<file path="config.mk">
export PLATFORM = sky130hd
export DESIGN_NAME = led64_block_encrypt_top_flat
export DESIGN_NICKNAME = d
export VERILOG_FILES = /design/src/hdl/led64_pkg.sv /design/src/hdl/led64_if.sv /design/src/hdl/led64_dp.sv /design/src/hdl/led64_ctrl.sv /design/src/hdl/led64_block_encrypt_top.sv /design/src/flat_wrapper.sv
export SDC_FILE = /design/constraint.sdc
export NUM_CORES = 1
export LEC_CHECK = 0
export ABC_AREA = 1
export BUFFER_PORTS_ARGS = -buffer_cell sky130_fd_sc_hd__buf_2
export CAP_MARGIN = 15
export CELL_PAD_IN_SITES_DETAIL_PLACEMENT = 1
export CELL_PAD_IN_SITES_GLOBAL_PLACEMENT = 1
export CORE_MARGIN = 5
export CORE_UTILIZATION = 46
export CTS_CLUSTER_SIZE = 10
export DETAILED_ROUTE_END_ITERATION = 6
export GPL_ROUTABILITY_DRIVEN = 0
export PLACE_DENSITY_LB_ADDON = 0.1
export SYNTH_ARGS = -nofsm -noshare
export SYNTH_HDL_FRONTEND = slang
export SYNTH_HIERARCHICAL = 1
export SYNTH_SLANG_ARGS = --single-unit
</file>
<file path="constraint.sdc">
create_clock -name clk -period 23.4 [get_ports clk]
set_input_delay 4.68 -clock clk [delete_from_list [all_inputs] [get_ports clk]]
set_output_delay 4.68 -clock clk [all_outputs]
set_load 0.1 [all_outputs]
</file>
<file path="src/hdl/led64_pkg.sv">
// shared types, constants and tables for the led64 block encryption core
`timescale 1ns / 1ps

package led64_pkg;

  localparam int LED_BLOCK_W    = 64;
  localparam int LED_KEY_W      = 64;
  localparam int LED_RC_DEPTH   = 48;
  localparam int LED_RND_W      = 6;
  localparam int LED_NUM_ROUNDS = 32;

  // key-size nibbles mixed with the row number, column 0 of every row
  localparam logic [LED_BLOCK_W-1:0] LED_RC_BASE = 64'h4000500020003000;

  // MDS rows, element k of a row in bits 15-4k..12-4k
  localparam logic [3:0][15:0] LED_MDS = {16'h22fb, 16'hbea9, 16'h8656, 16'h4122};

  // round constant table
  localparam logic [LED_RC_DEPTH-1:0][5:0] LED_RC = {
    6'h04, 6'h22, 6'h11, 6'h08, 6'h24, 6'h12, 6'h29, 6'h34,
    6'h1A, 6'h2D, 6'h36, 6'h1B, 6'h0D, 6'h06, 6'h23, 6'h31,
    6'h38, 6'h1C, 6'h2E, 6'h17, 6'h0B, 6'h05, 6'h02, 6'h21,
    6'h30, 6'h18, 6'h2C, 6'h16, 6'h2B, 6'h35, 6'h3A, 6'h1D,
    6'h0E, 6'h27, 6'h33, 6'h39, 6'h3C, 6'h1E, 6'h2F, 6'h37,
    6'h3B, 6'h3D, 6'h3E, 6'h1F, 6'h0F, 6'h07, 6'h03, 6'h01
  };

  // commands from the controller to the datapath
  typedef struct packed {
    logic                 load;      // state <= plaintext ^ key
    logic                 round;     // run one round on the state
    logic                 add_key;   // add the key after this round
    logic [LED_RND_W-1:0] rnd;       // round number
    logic                 out_load;  // copy the state into the output register
  } led64_cmd_t;

endpackage

</file>
<file path="src/hdl/led64_if.sv">
// plaintext and ciphertext stream interfaces
`timescale 1ns / 1ps

interface led64_pt_if;
  import led64_pkg::*;
  logic                   valid;
  logic                   ready;
  logic [LED_BLOCK_W-1:0] plaintext;
  modport source (output valid, output plaintext, input ready);
  modport sink (input valid, input plaintext, output ready);
endinterface

interface led64_ct_if;
  import led64_pkg::*;
  logic                   valid;
  logic                   ready;
  logic [LED_BLOCK_W-1:0] ciphertext;
  modport source (output valid, output ciphertext, input ready);
  modport sink (input valid, input ciphertext, output ready);
endinterface

</file>
<file path="src/hdl/led64_dp.sv">
// led64 datapath: key register, round state, one round per cycle, output register
`timescale 1ns / 1ps

module led64_dp (
  input  logic                             clk,
  input  logic                             rst,
  input  logic                             key_wr_en,
  input  logic [led64_pkg::LED_KEY_W-1:0]  key_wr_data,
  input  logic [led64_pkg::LED_BLOCK_W-1:0] plaintext,
  input  led64_pkg::led64_cmd_t            cmd,
  output logic [led64_pkg::LED_BLOCK_W-1:0] ciphertext
);
  import led64_pkg::*;

  logic [LED_KEY_W-1:0]   key;
  logic [LED_BLOCK_W-1:0] state;
  logic [LED_BLOCK_W-1:0] state_next;
  logic [LED_BLOCK_W-1:0] round_out;

  function automatic logic [3:0] sbox(input logic [3:0] v);
    logic [3:0] r;
    case (v)
      4'h0: r = 4'hC;  4'h1: r = 4'h5;  4'h2: r = 4'h6;  4'h3: r = 4'hB;
      4'h4: r = 4'h9;  4'h5: r = 4'h0;  4'h6: r = 4'hA;  4'h7: r = 4'hD;
      4'h8: r = 4'h3;  4'h9: r = 4'hE;  4'hA: r = 4'hF;  4'hB: r = 4'h8;
      4'hC: r = 4'h4;  4'hD: r = 4'h7;  4'hE: r = 4'h1;  4'hF: r = 4'h2;
      default: r = 4'h0;
    endcase
    return r;
  endfunction

  // multiply in GF(16), polynomial x^4+x+1
  function automatic logic [3:0] gf_mul(input logic [3:0] a, input logic [3:0] b);
    logic [3:0] x;
    logic [3:0] acc;
    x   = a;
    acc = 4'h0;
    for (int i = 0; i < 4; i++) begin
      if (b[i]) acc = acc ^ x;
      x = {x[2:0], 1'b0} ^ (x[3] ? 4'h3 : 4'h0);
    end
    return acc;
  endfunction

  // one full round: constants, s-box, row rotation, column mixing
  always_comb begin
    logic [5:0]             rc;
    logic [LED_BLOCK_W-1:0] s;
    logic [3:0]             nib [16];
    logic [3:0]             sh [16];
    logic [3:0]             acc;
    rc = LED_RC[cmd.rnd];
    s  = state ^ LED_RC_BASE
       ^ (LED_BLOCK_W'(rc[5:3]) << 56) ^ (LED_BLOCK_W'(rc[2:0]) << 40)
       ^ (LED_BLOCK_W'(rc[5:3]) << 24) ^ (LED_BLOCK_W'(rc[2:0]) << 8);
    for (int k = 0; k < 16; k++) begin
      nib[k] = sbox(s[LED_BLOCK_W-1-4*k -: 4]);
    end
    for (int row = 0; row < 4; row++) begin
      for (int col = 0; col < 4; col++) begin
        sh[row*4+col] = nib[row*4 + ((col + row) & 3)];
      end
    end
    round_out = '0;
    for (int row = 0; row < 4; row++) begin
      for (int col = 0; col < 4; col++) begin
        acc = 4'h0;
        for (int k = 0; k < 4; k++) begin
          acc = acc ^ gf_mul(LED_MDS[row][15-4*k -: 4], sh[k*4+col]);
        end
        round_out[LED_BLOCK_W-1-4*(row*4+col) -: 4] = acc;
      end
    end
  end

  // next state select
  always_comb begin
    state_next = state;
    if (cmd.load) begin
      state_next = plaintext ^ key;
    end else if (cmd.round) begin
      state_next = cmd.add_key ? (round_out ^ key) : round_out;
    end
  end

  // key register
  always_ff @(posedge clk) begin
    if (rst) begin
      key <= '0;
    end else if (key_wr_en) begin
      key <= key_wr_data;
    end
  end

  // state and output registers
  always_ff @(posedge clk) begin
    if (rst) begin
      state <= '0;
    end else begin
      state <= state_next;
    end
    if (cmd.out_load) begin
      ciphertext <= state;
    end
  end

endmodule

</file>
<file path="src/hdl/led64_ctrl.sv">
// led64 controller: round sequencer and output handshake
`timescale 1ns / 1ps

module led64_ctrl #(
  parameter int NUM_ROUNDS = led64_pkg::LED_NUM_ROUNDS
) (
  input  logic                  clk,
  input  logic                  rst,
  input  logic                  in_valid,
  output logic                  in_ready,
  output logic                  out_valid,
  input  logic                  out_ready,
  output led64_pkg::led64_cmd_t cmd
);
  import led64_pkg::*;

  localparam int TOTAL = (NUM_ROUNDS > LED_RC_DEPTH) ? LED_RC_DEPTH : NUM_ROUNDS;
  localparam logic [LED_RND_W-1:0] LAST = LED_RND_W'(TOTAL - 1);

  typedef enum logic [2:0] {
    ST_IDLE = 3'b001,
    ST_RUN  = 3'b010,
    ST_DONE = 3'b100
  } state_t;

  state_t               state;
  state_t               state_next;
  logic [LED_RND_W-1:0] rnd;
  logic [LED_RND_W-1:0] rnd_next;
  logic                 out_free;

  assign out_free = !out_valid || out_ready;

  // sequencing and command decode
  always_comb begin
    state_next   = state;
    rnd_next     = rnd;
    in_ready     = 1'b0;
    cmd          = '0;
    cmd.rnd      = rnd;
    case (state)
      ST_IDLE: begin
        in_ready = 1'b1;
        if (in_valid) begin
          cmd.load   = 1'b1;
          rnd_next   = '0;
          state_next = ST_RUN;
        end
      end
      ST_RUN: begin
        cmd.round   = 1'b1;
        cmd.add_key = (rnd[1:0] == 2'b11) || (rnd == LAST);
        if (rnd == LAST) begin
          state_next = ST_DONE;
        end else begin
          rnd_next = rnd + LED_RND_W'(1);
        end
      end
      ST_DONE: begin
        if (out_free) begin
          cmd.out_load = 1'b1;
          state_next   = ST_IDLE;
        end
      end
      default: begin
        state_next = ST_IDLE;
      end
    endcase
  end

  // control registers
  always_ff @(posedge clk) begin
    if (rst) begin
      state     <= ST_IDLE;
      rnd       <= '0;
      out_valid <= 1'b0;
    end else begin
      state <= state_next;
      rnd   <= rnd_next;
      if (cmd.out_load) begin
        out_valid <= 1'b1;
      end else if (out_ready) begin
        out_valid <= 1'b0;
      end
    end
  end

endmodule

</file>
<file path="src/hdl/led64_block_encrypt_top.sv">
// led64 block encryption top level: key port, plaintext in, ciphertext out
// the plaintext transaction loads the state, the rounds then run one per cycle, and
//   the result is copied into the output register
// a new plaintext is taken only after that copy, which waits while the previous
//   ciphertext still waits for its transaction
// reset: controller idle, output invalid, key register and round state cleared to zero
`timescale 1ns / 1ps

module led64_block_encrypt_top #(
  parameter int NUM_ROUNDS = led64_pkg::LED_NUM_ROUNDS
) (
  input  logic                             clk,
  input  logic                             rst,
  input  logic                             key_wr_en,
  input  logic [led64_pkg::LED_KEY_W-1:0]  key_wr_data,
  led64_pt_if.sink                         pt_in,
  led64_ct_if.source                       ct_out
);
  import led64_pkg::*;

  led64_cmd_t cmd;

  // round sequencer
  led64_ctrl #(
    .NUM_ROUNDS(NUM_ROUNDS)
  ) u_ctrl (
    .clk       (clk),
    .rst       (rst),
    .in_valid  (pt_in.valid),
    .in_ready  (pt_in.ready),
    .out_valid (ct_out.valid),
    .out_ready (ct_out.ready),
    .cmd       (cmd)
  );

  // round datapath
  led64_dp u_dp (
    .clk         (clk),
    .rst         (rst),
    .key_wr_en   (key_wr_en),
    .key_wr_data (key_wr_data),
    .plaintext   (pt_in.plaintext),
    .cmd         (cmd),
    .ciphertext  (ct_out.ciphertext)
  );

  // a loaded block starts its rounds at once and blocks new transactions
  a_load_then_round: assert property (@(posedge clk) disable iff (rst)
    cmd.load |=> cmd.round && (cmd.rnd == '0) && !pt_in.ready)
    else $error("round did not start after load");

  // the first round always follows a load
  a_first_round: assert property (@(posedge clk) disable iff (rst)
    cmd.round && (cmd.rnd == '0) |-> $past(cmd.load))
    else $error("first round without a load");

  // the output register is written only when its transaction is free
  a_out_free: assert property (@(posedge clk) disable iff (rst)
    cmd.out_load |-> !ct_out.valid || ct_out.ready)
    else $error("output register overwritten");

  // no load while a round runs
  a_no_overlap: assert property (@(posedge clk) disable iff (rst)
    !(cmd.load && cmd.round))
    else $error("load and round in the same cycle");

endmodule

</file>
<file path="src/flat_wrapper.sv">
// flat-port wrapper written by rule: the top's interface ports become plain ports
module led64_block_encrypt_top_flat import led64_pkg::*;
#(
  parameter int NUM_ROUNDS = led64_pkg::LED_NUM_ROUNDS
)
  (clk, rst, key_wr_en, key_wr_data, pt_in_valid, pt_in_plaintext, pt_in_ready, ct_out_valid, ct_out_ciphertext, ct_out_ready);
  led64_pt_if pt_in_i ();
  led64_ct_if ct_out_i ();
  input  logic clk;
  input  logic rst;
  input  logic key_wr_en;
  input  logic [led64_pkg::LED_KEY_W-1:0] key_wr_data;
  input wire logic [$bits(pt_in_i.valid)-1:0] pt_in_valid;
  input wire logic [$bits(pt_in_i.plaintext)-1:0] pt_in_plaintext;
  output wire logic [$bits(pt_in_i.ready)-1:0] pt_in_ready;
  output wire logic [$bits(ct_out_i.valid)-1:0] ct_out_valid;
  output wire logic [$bits(ct_out_i.ciphertext)-1:0] ct_out_ciphertext;
  input wire logic [$bits(ct_out_i.ready)-1:0] ct_out_ready;
  assign pt_in_i.valid = pt_in_valid;
  assign pt_in_i.plaintext = pt_in_plaintext;
  assign pt_in_ready = pt_in_i.ready;
  assign ct_out_valid = ct_out_i.valid;
  assign ct_out_ciphertext = ct_out_i.ciphertext;
  assign ct_out_i.ready = ct_out_ready;
  led64_block_encrypt_top #(.NUM_ROUNDS(NUM_ROUNDS)) u_core (.clk(clk), .rst(rst), .key_wr_en(key_wr_en), .key_wr_data(key_wr_data), .pt_in(pt_in_i), .ct_out(ct_out_i));
endmodule
</file>
; ---- Word-level counts from Yosys, hierarchy flattened
; Memory sizes are Yosys's and may differ from the RTL's. A register that Yosys moved wholly into a read port is not among the register bits.
; Cells that the tools add are included.
[word_totals]
elab_cells = 566
memories = 17
out_inout_bits = 66
latch_bits = 0
ramBits = 0
mem_bits_ro = 1408
regBits = 202
[mem_list]
columns = name, depth, width, read_ports, rd_ports_with_merged_regs, wr, line_no
row1 = (no name shown), 64, 6, 1, 1, 0, led64_dp.sv:52  ; rc = LED_RC[cmd.rnd];
row2 = (no name shown), 16, 4, 1, 0, 0, led64_dp.sv:22  ; case (v)
row3 = (no name shown), 16, 4, 1, 0, 0, led64_dp.sv:22
row4 = (no name shown), 16, 4, 1, 0, 0, led64_dp.sv:22
row5 = (no name shown), 16, 4, 1, 0, 0, led64_dp.sv:22
row6 = (no name shown), 16, 4, 1, 0, 0, led64_dp.sv:22
row7 = +11 memories, -, -, -, -, -, -
[classes]
shifts = 0
n_mul = 0
magnitude_cmp = 1
n_eq_ne = 9
reduce_logical = 8
addsub = 1
bitwise = 247
n_div = 0
n_mux = 277
[ops]
columns = cell, count
row1 = $mux W4, 116
row2 = $mux W3, 83
row3 = $mux W64, 3
row4 = $xor A4 B4 Y4, 48
row5 = $not A2 Y2, 80
row6 = $xor A64 B64 Y64, 2
row7 = $not A3 Y3, 40
row8 = $mux W2, 49
row9 = $xor A64 B11 Y64, 1
row10 = $xor A64 B27 Y64, 1
row11 = $xor A64 B43 Y64, 1
row12 = $xor A64 B59 Y64, 1
row13 = $not A1 Y1 const A, 48
row14 = $not A4 Y4, 8
row15 = $mux W6, 5
row16 = $mux W1, 19
row17 = $not A1 Y1, 16
row18 = $pmux W6 S2, 1
row19 = $pmux W3 S3, 1
row20 = $ne A2 B2 Y1 const B, 4
row21 = $lt A6 B7 Y1 const B, 1
row22 = $add A6 B1 Y6 const B, 1
row23 = $eq A6 B5 Y1 const B, 1
row24 = $not A6 Y6, 1
row25 = other kinds (8), 12

; ---- Depth between registers and ports, before layout
; Gate-level depths: netlist of run 1.
; An unclocked memory read counts as a cell.
[logic_depth]
word_depth = 21
mapped_depth = 27
ltp_nobuf = 27

; ---- By module
; The synthesis of run 1 kept the hierarchy.
[by_module_without_submodules]
columns = module, instances, cells_per_inst, area_per_inst_um2
row1 = led64_dp, 1, 2269, 15800.2
row2 = led64_ctrl, 1, 83, 589.3

; ---- Least setup slack after synthesis of run 1
; No wires, ideal clock.
[synth_timing]
kind = input port to flip-flop
start = input port ct_out_ready
end = register u_core/u_dp/ciphertext[0] (netlist bit), enable pin
cell_stages = 2
t_arrival_ns = 10.791
setup_time_ns = 0.644
path_buffers = 0
path_slack_ns = 11.965
path_cell_list = nor2_1 > nor4_1
[synth_lines]
columns = item, line_no
row1 = from (decl), flat_wrapper.sv:18  ; input wire logic [$bits(ct_out_i.ready)-1:0] ct_out_ready;
row2 = to (signal assigned), led64_dp.sv:103  ; ciphertext <= state;
row3 = to (decl), led64_dp.sv:11  ; output logic [led64_pkg::LED_BLOCK_W-1:0] ciphertext

==> results of run 1 <==
## cells in the mapped netlist (5+ instances only)
master | instances | area, um^2
o21ai_1 | 19 | 95.09
nor2_1 | 187 | 701.9
edfxtp_1 | 64 | 1922
nand3b_1 | 16 | 120.1
or2_2 | 11 | 68.82
nand3_1 | 182 | 910.9
dfxtp_1 | 138 | 2763
o21ai_0 | 204 | 1021
buf_1 | 13 | 48.80
buf_2 | 11 | 55.05
nand2_2 | 28 | 175.2
xor2_1 | 186 | 1629
buf_4 | 6 | 45.04
a21o_1 | 6 | 45.04
xnor2_1 | 125 | 1095
clkbuf_1 | 43 | 161.4
inv_1 | 218 | 818.3
o21ai_2 | 14 | 122.6
a31oi_1 | 17 | 106.4
nand3_2 | 5 | 50.05
ha_1 | 77 | 963.4
a21oi_1 | 81 | 405.4
nand2_1 | 603 | 2263
o211ai_1 | 12 | 90.09
inv_2 | 18 | 67.56
## path summary, 6_finish.rpt
check / startpoint / end / slack (ns) / depth (start not counted)
worst min register to register: u_core/u_dp/key[16] / u_core/u_dp/key[16] / 0.55 / 2
worst max register to register: u_core/u_ctrl/rnd[0] / u_core/u_dp/state[34] / 19.15 / 27
worst min-delay path: u_core/u_dp/key[16] / u_core/u_dp/key[16] / 0.55 / 2
worst max-delay path: pt_in_valid / u_core/u_dp/state[40] / 16.37 / 11
## registers in the layout, summed over array words and instances, names as in the netlist
| register | cells |
|---|---|
| u_core/u_ctrl/out_valid | 1 |
| u_core/u_ctrl/rnd | 6 |
| u_core/u_ctrl/state | 3 |
| u_core/u_dp/ciphertext | 64 |
| u_core/u_dp/key | 64 |
| u_core/u_dp/state | 64 |
## metal layers
| layer | track usage, % | share of wire, % | vias to the layer above |
|---|---|---|---|
| met1 | 39.38 | 45 | 8024 |
| li1 | - | - | 7861 |
| met2 | 49.25 | 47 | 393 |
| met4 | 9.017 | 3.0 | 0 |
| met3 | 3.659 | 5.0 | 89 |
| met5 | 0 | 0 | - |
## critical path, stage by stage
cell,delay [ns]
buf_2,0.12
nand2_4,0.11
inv_1,0.05
buf_4,0.29
inv_2,0.10
buf_4,0.72
nand2_1,0.66
inv_1,0.41
nand2_1,0.11
o21ai_1,0.13
inv_1,0.05
## metrics by stage
stage | cell area, um^2 | setup slack (ns) | hold slack (ns) | util [%] | instances
finish | 18570 | 16.37 | 0.5479 | 52.46 | 2992
CTS | 18570 | 16.42 | 0.5388 | 52.46 | 2992
global route | 18570 | 16.27 | 0.5520 | 52.46 | 2992
floorplan | 16390 | 11.97 | 0.4029 | - | 2352
global placement | 17690 | 15.96 | 0.5274 | 49.96 | 2943
detailed placement | 17690 | 15.87 | 0.5325 | 49.96 | 2943
## logic make-up (layout without fill, tap and decap cells)
| family | after synthesis | count (layout) | synth area share [%] |
|---|---|---|---|
| AO/OA/AOI/OAI | 375 | 375 | 12.85 |
| buffers and inverters | 319 | 498 | 7.741 |
| adder cells (fa/ha/maj) | 77 | 77 | 5.878 |
| AND/OR/NAND/NOR | 1061 | 1061 | 27.64 |
| XOR/XNOR | 318 | 318 | 17.31 |
| flip-flops | 202 | 202 | 28.58 |
## final cells by class
type                    count  area, um^2  share of cell area (%)
clock buffers              44       832.0                   4.481
clock inverters             5       50.05                  0.2695
inverters                 242       913.4                   4.919
multi-input cells        1831       10450                   56.29
flip-flops and latches    202        4684                   25.23
well taps                 461       576.8                   3.106
repair buffers            207        1059                   5.701
==> reports/qor.csv, run 1 <==
stage,metric,value,unit
logic_synthesis,ys_async_sr_fraction,0,%
clock_network,htree_num_levels,1,
clock_network,clk-insertion-delay-late,0.56,ns
die,start_util,46.30,%
timing,finalCriticalPeriod,7.034,ns
global_routing,overflow,0,
drt,detail_route.wl_per_cell,19.84,um
global_routing,grt_usage,29.26,%
clock_network,clockRootBuffer,clkbuf_16,
setup_path,path_max_fanout,86,
job,max_cap_violations,0,
cells_and_area,layout_commonest_cell,nand2_1,
setup_path,cp.arrival,7.49,ns
global_routing,grt_max_degree,95,
clock_network,clk_pin_slew,0.06,ns
timing,max_freq,0.1422,GHz
clock_network,postCtsHoldBufs,0,
drt,via_count,16367,
timing,setup_viol_count_final,0,
timing,slew_viol_final,0,
setup_path,crit_required,23.85,ns
timing,clock_skew,0.02658,ns
logic_synthesis,avgSynthCellArea,6.968,um^2
place,io_buffer_count,198,
clock_network,cts_tree,done,
timing,rsz0062_at_grt,no,
drt,drcViolationCount,0,
die,die_w,198.8,um
hold_path,hold_class,register to register,
die,dieHeight,198.8,um
setup_path,end_kind,register,
status,status,"complete, no violations",
cells_and_area,area_growth,13.29,%
timing,relSlewSlack,36.79,%
die,die-area,39500,um^2
drt,via_per_inst,5.470,
drt,drtIter0Drc,987,
logic_synthesis,ys_ff_latch,202,
cells_and_area,diodes,0,
clock_network,cts_setup_buffers,0,
drt,firstDrtPassIters,5,
logic_synthesis,synthFlopType,dfxtp_1,
die,coreArea,35400,um^2
clock_network,cts_sinks,202,
drt,ant_nets,0,
place,post-dp-hpwl,44.52,mm
cells_and_area,n_fill_cell,4732,
logic_synthesis,syn_area,16390,um^2
timing,tightestPinTransition,0.9469,ns
cells_and_area,drive_above_1_share,14.14,%
logic_synthesis,synth_warnings,6,
setup_path,start_kind,primary input,
clock_network,cts.repair.resized,0,
cells_and_area,nets,2721,
clock_network,cts_buffer_depth,3,
timing,timing.setup.tns,0,ns
die,ioPinCount,199,
logic_synthesis,synth_seq_area_share,28.58,%
setup_path,worstSetupPathType,primary input to register,
logic_synthesis,ys_types,59,
global_routing,antenna_found_initial,0,
drt,routed_wl,59.37,mm
timing,fin_crit_sh,30.06,%
cells_and_area,final_cell_mix,"603 x nand2_1, 216 x inv_1, 204 x o21ai_0",
global_routing,first_global_vias,16748,
timing,hold_viol_final,0,
logic_synthesis,synth_nets,2562,
logic_synthesis,netlist_instances,2352,
clock_network,cts_buffers,27,
logic_synthesis,synth_edf_count,64,
global_routing,grt_pass1_wl,91.99,mm
die,num_rows,69,
Power of run 1 is not shown: default switching activity piles up to over one toggle a cycle in this logic, so the estimate is an artifact.
==> run 2, diff against run 1 <==
- CORE_UTILIZATION: 46 -> 39
- clock period: 23.4 -> 6.2 ns (I/O delays scaled with it)
==> reports/qor.csv, run 2 (same netlist as run 1, synthesis figures left out) <==
stage,metric,value,unit
timing,slew_viol_final,0,
die,dieHeight,215,um
drt,detail_route.wl_per_cell,19.35,um
clock_network,postCtsHoldBufs,0,
setup_path,cp-startpoint,u_core/u_ctrl/rnd[1],
cells_and_area,final_cell_mix,"603 x nand2_1, 216 x inv_1, 204 x o21ai_0",
cells_and_area,drive_above_1_share,14.31,%
drt,via_per_inst,5.193,
clock_network,cts_tree,done,
setup_path,cp.arrival,4.46,ns
timing,hold_viol_final,0,
timing,rsz0062_at_grt,no,
timing,clock_skew,0.009875,ns
die,start_util,39.25,%
timing,max_freq,0.2521,GHz
die,ioPinCount,199,
place,post-dp-hpwl,46.55,mm
job,max_cap_violations,0,
die,die-area,46230,um^2
clock_network,clk-insertion-delay-late,0.56,ns
setup_path,critical_path_depth,24,
hold_path,hold_path_end,u_core/u_dp/ciphertext[48],
cells_and_area,n_fill_cell,5426,
clock_network,clockRootBuffer,clkbuf_16,
status,status,"complete, no violations",
timing,fin_crit_sh,63.97,%
setup_path,path_cells,"inv_1, ha_1, inv_1, nand2_1, nand3_1, nand3_1, nand3_1, nand2_1, nand2_1, nand2_1, ha_1, inv_1, nand3_1, nand2_1, nand2_1, nand2_2, inv_2, nand2_1, nand2_2, inv_1, nand2_1, nand3_1, nand3_1, a21oi_1",
timing,tightestPinTransition,1.106,ns
clock_network,cts_buffers,28,
cells_and_area,final_core_util,44.72,%
drt,firstDrtPassIters,5,
hold_path,hold_start,u_core/u_dp/state[48],
clock_network,cts.repair.resized,0,
timing,relSlewSlack,26.27,%
setup_path,crit_required,6.69,ns
setup_path,cp_slowest_cell,dfxtp_1,
cells_and_area,area_growth,13.93,%
setup_path,r2r-end,u_core/u_dp/state[0],
global_routing,overflow,0,
drt,drcViolationCount,0,
clock_network,clk_pin_slew,0.06,ns
die,num_rows,75,
global_routing,grt_max_degree,70,
setup_path,path_max_fanout,13,
setup_path,critPathBufInv,5,
setup_path,worstSetupPathType,register to register,
setup_path,crit_path_frequent_cell,nand2_1,
global_routing,antenna_found_initial,3,
cells_and_area,reg_top3,"u_core/u_dp/ciphertext: 64 flops, u_core/u_dp/key: 64 flops, u_core/u_dp/state: 64 flops",
cells_and_area,layout_commonest_cell,nand2_1,
drt,via_count,15978,
timing,setup_viol_count_final,0,
timing,finalCriticalPeriod,3.966,ns
global_routing,grt_usage,24.86,%
setup_path,cp_top_family,simple AND/OR/NAND/NOR gates,
global_routing,first_global_vias,16499,
clock_network,cts_sinks,202,
die,die_w,215,um
setup_path,r2r-start,u_core/u_ctrl/rnd[1],
setup_path,end_kind,register,
hold_path,holdPathStages,0,
drt,drtIter0Drc,819,
clock_network,htree_num_levels,1,
setup_path,start_kind,register,
drt,ant_nets,0,
hold_path,hold_class,register to register,
global_routing,grt_pass1_wl,92.85,mm
die,coreArea,41760,um^2
clock_network,cts_setup_buffers,0,
setup_path,worstRegToRegCells,24,
setup_path,ff2ff_setup_slack,2.23,ns
place,io_buffer_count,198,
clock_network,cts_buffer_depth,3,
drt,routed_wl,59.54,mm
cells_and_area,nets,2725,
timing,timing.setup.tns,0,ns
setup_path,critical_path.max_stage_delay,0.62,ns
## run 2: cell types whose count changed in the layout (fill, tap and decap cells not counted), sizes merged
cell	before	now
clkinv	8	12
buf	207	210
clkbuf	44	42
bufinv	1	0
clkinvlp	0	1
diode	0	1
inv	238	239
## run 2: worst max-delay path by stage
stage / end / slack, ns
2_1_floorplan: u_core/u_dp/ciphertext[0] / 0.92
3_3_place_gp: u_core/u_dp/state[58] / 2.37
3_5_place_dp: u_core/u_dp/state[58] / 2.21
4_1_cts: u_core/u_dp/state[3] / 2.25
5_1_grt: u_core/u_dp/state[3] / 1.77
6_report: u_core/u_dp/state[0] / 2.23
## run 2: cell type report
| class | count | area (um^2) | share of cell area [%] |
|---|---|---|---|
| Multi-Input combinational cell | 1831 | 10460 | 56.01 |
| Sequential cell | 202 | 4684 | 25.09 |
| Timing Repair Buffer | 210 | 1081 | 5.789 |
| Inverter | 242 | 913.4 | 4.891 |
| Clock buffer | 42 | 804.5 | 4.309 |
| Tap cell | 539 | 674.4 | 3.612 |
| Clock inverter | 10 | 53.80 | 0.2881 |
| Antenna cell | 1 | 2.502 | 0.01340 |
## run 2: layer usage
layer	track usage, %	vias to the layer above	part of all wire (%)
met5	0	-	0.012
met4	5.697	2	2.5
met3	3.279	80	4.2
met2	41.36	325	46
met1	34.58	7707	48
li1	-	7864	-
## run 2: worst reg2reg max path, stage by stage (launching register included)
cell and delay [ns]:
dfxtp_1 0.62, inv_1 0.29, ha_1 0.34, inv_1 0.08
nand2_1 0.12, nand3_1 0.15, nand3_1 0.08, nand3_1 0.12
nand2_1 0.12, nand2_1 0.09, nand2_1 0.19, ha_1 0.38
inv_1 0.06, nand3_1 0.10, nand2_1 0.09, nand2_1 0.06
nand2_2 0.19, inv_2 0.08, nand2_1 0.09, nand2_2 0.13
inv_1 0.10, nand2_1 0.08, nand3_1 0.10, nand3_1 0.10
a21oi_1 0.15
## run 2: through the flow
stage,setup slack (ns),cell area [um^2],hold slack [ns],std cells
floorplan,0.9185,16400,0.4029,2352
global placement,2.372,17810,0.5254,3024
detailed placement,2.215,17810,0.5334,3024
CTS,2.253,18670,0.5457,3076
global route,1.772,18670,0.5566,3077
finish,2.234,18670,0.5406,3077
Power of run 2 is left out for the same reason.
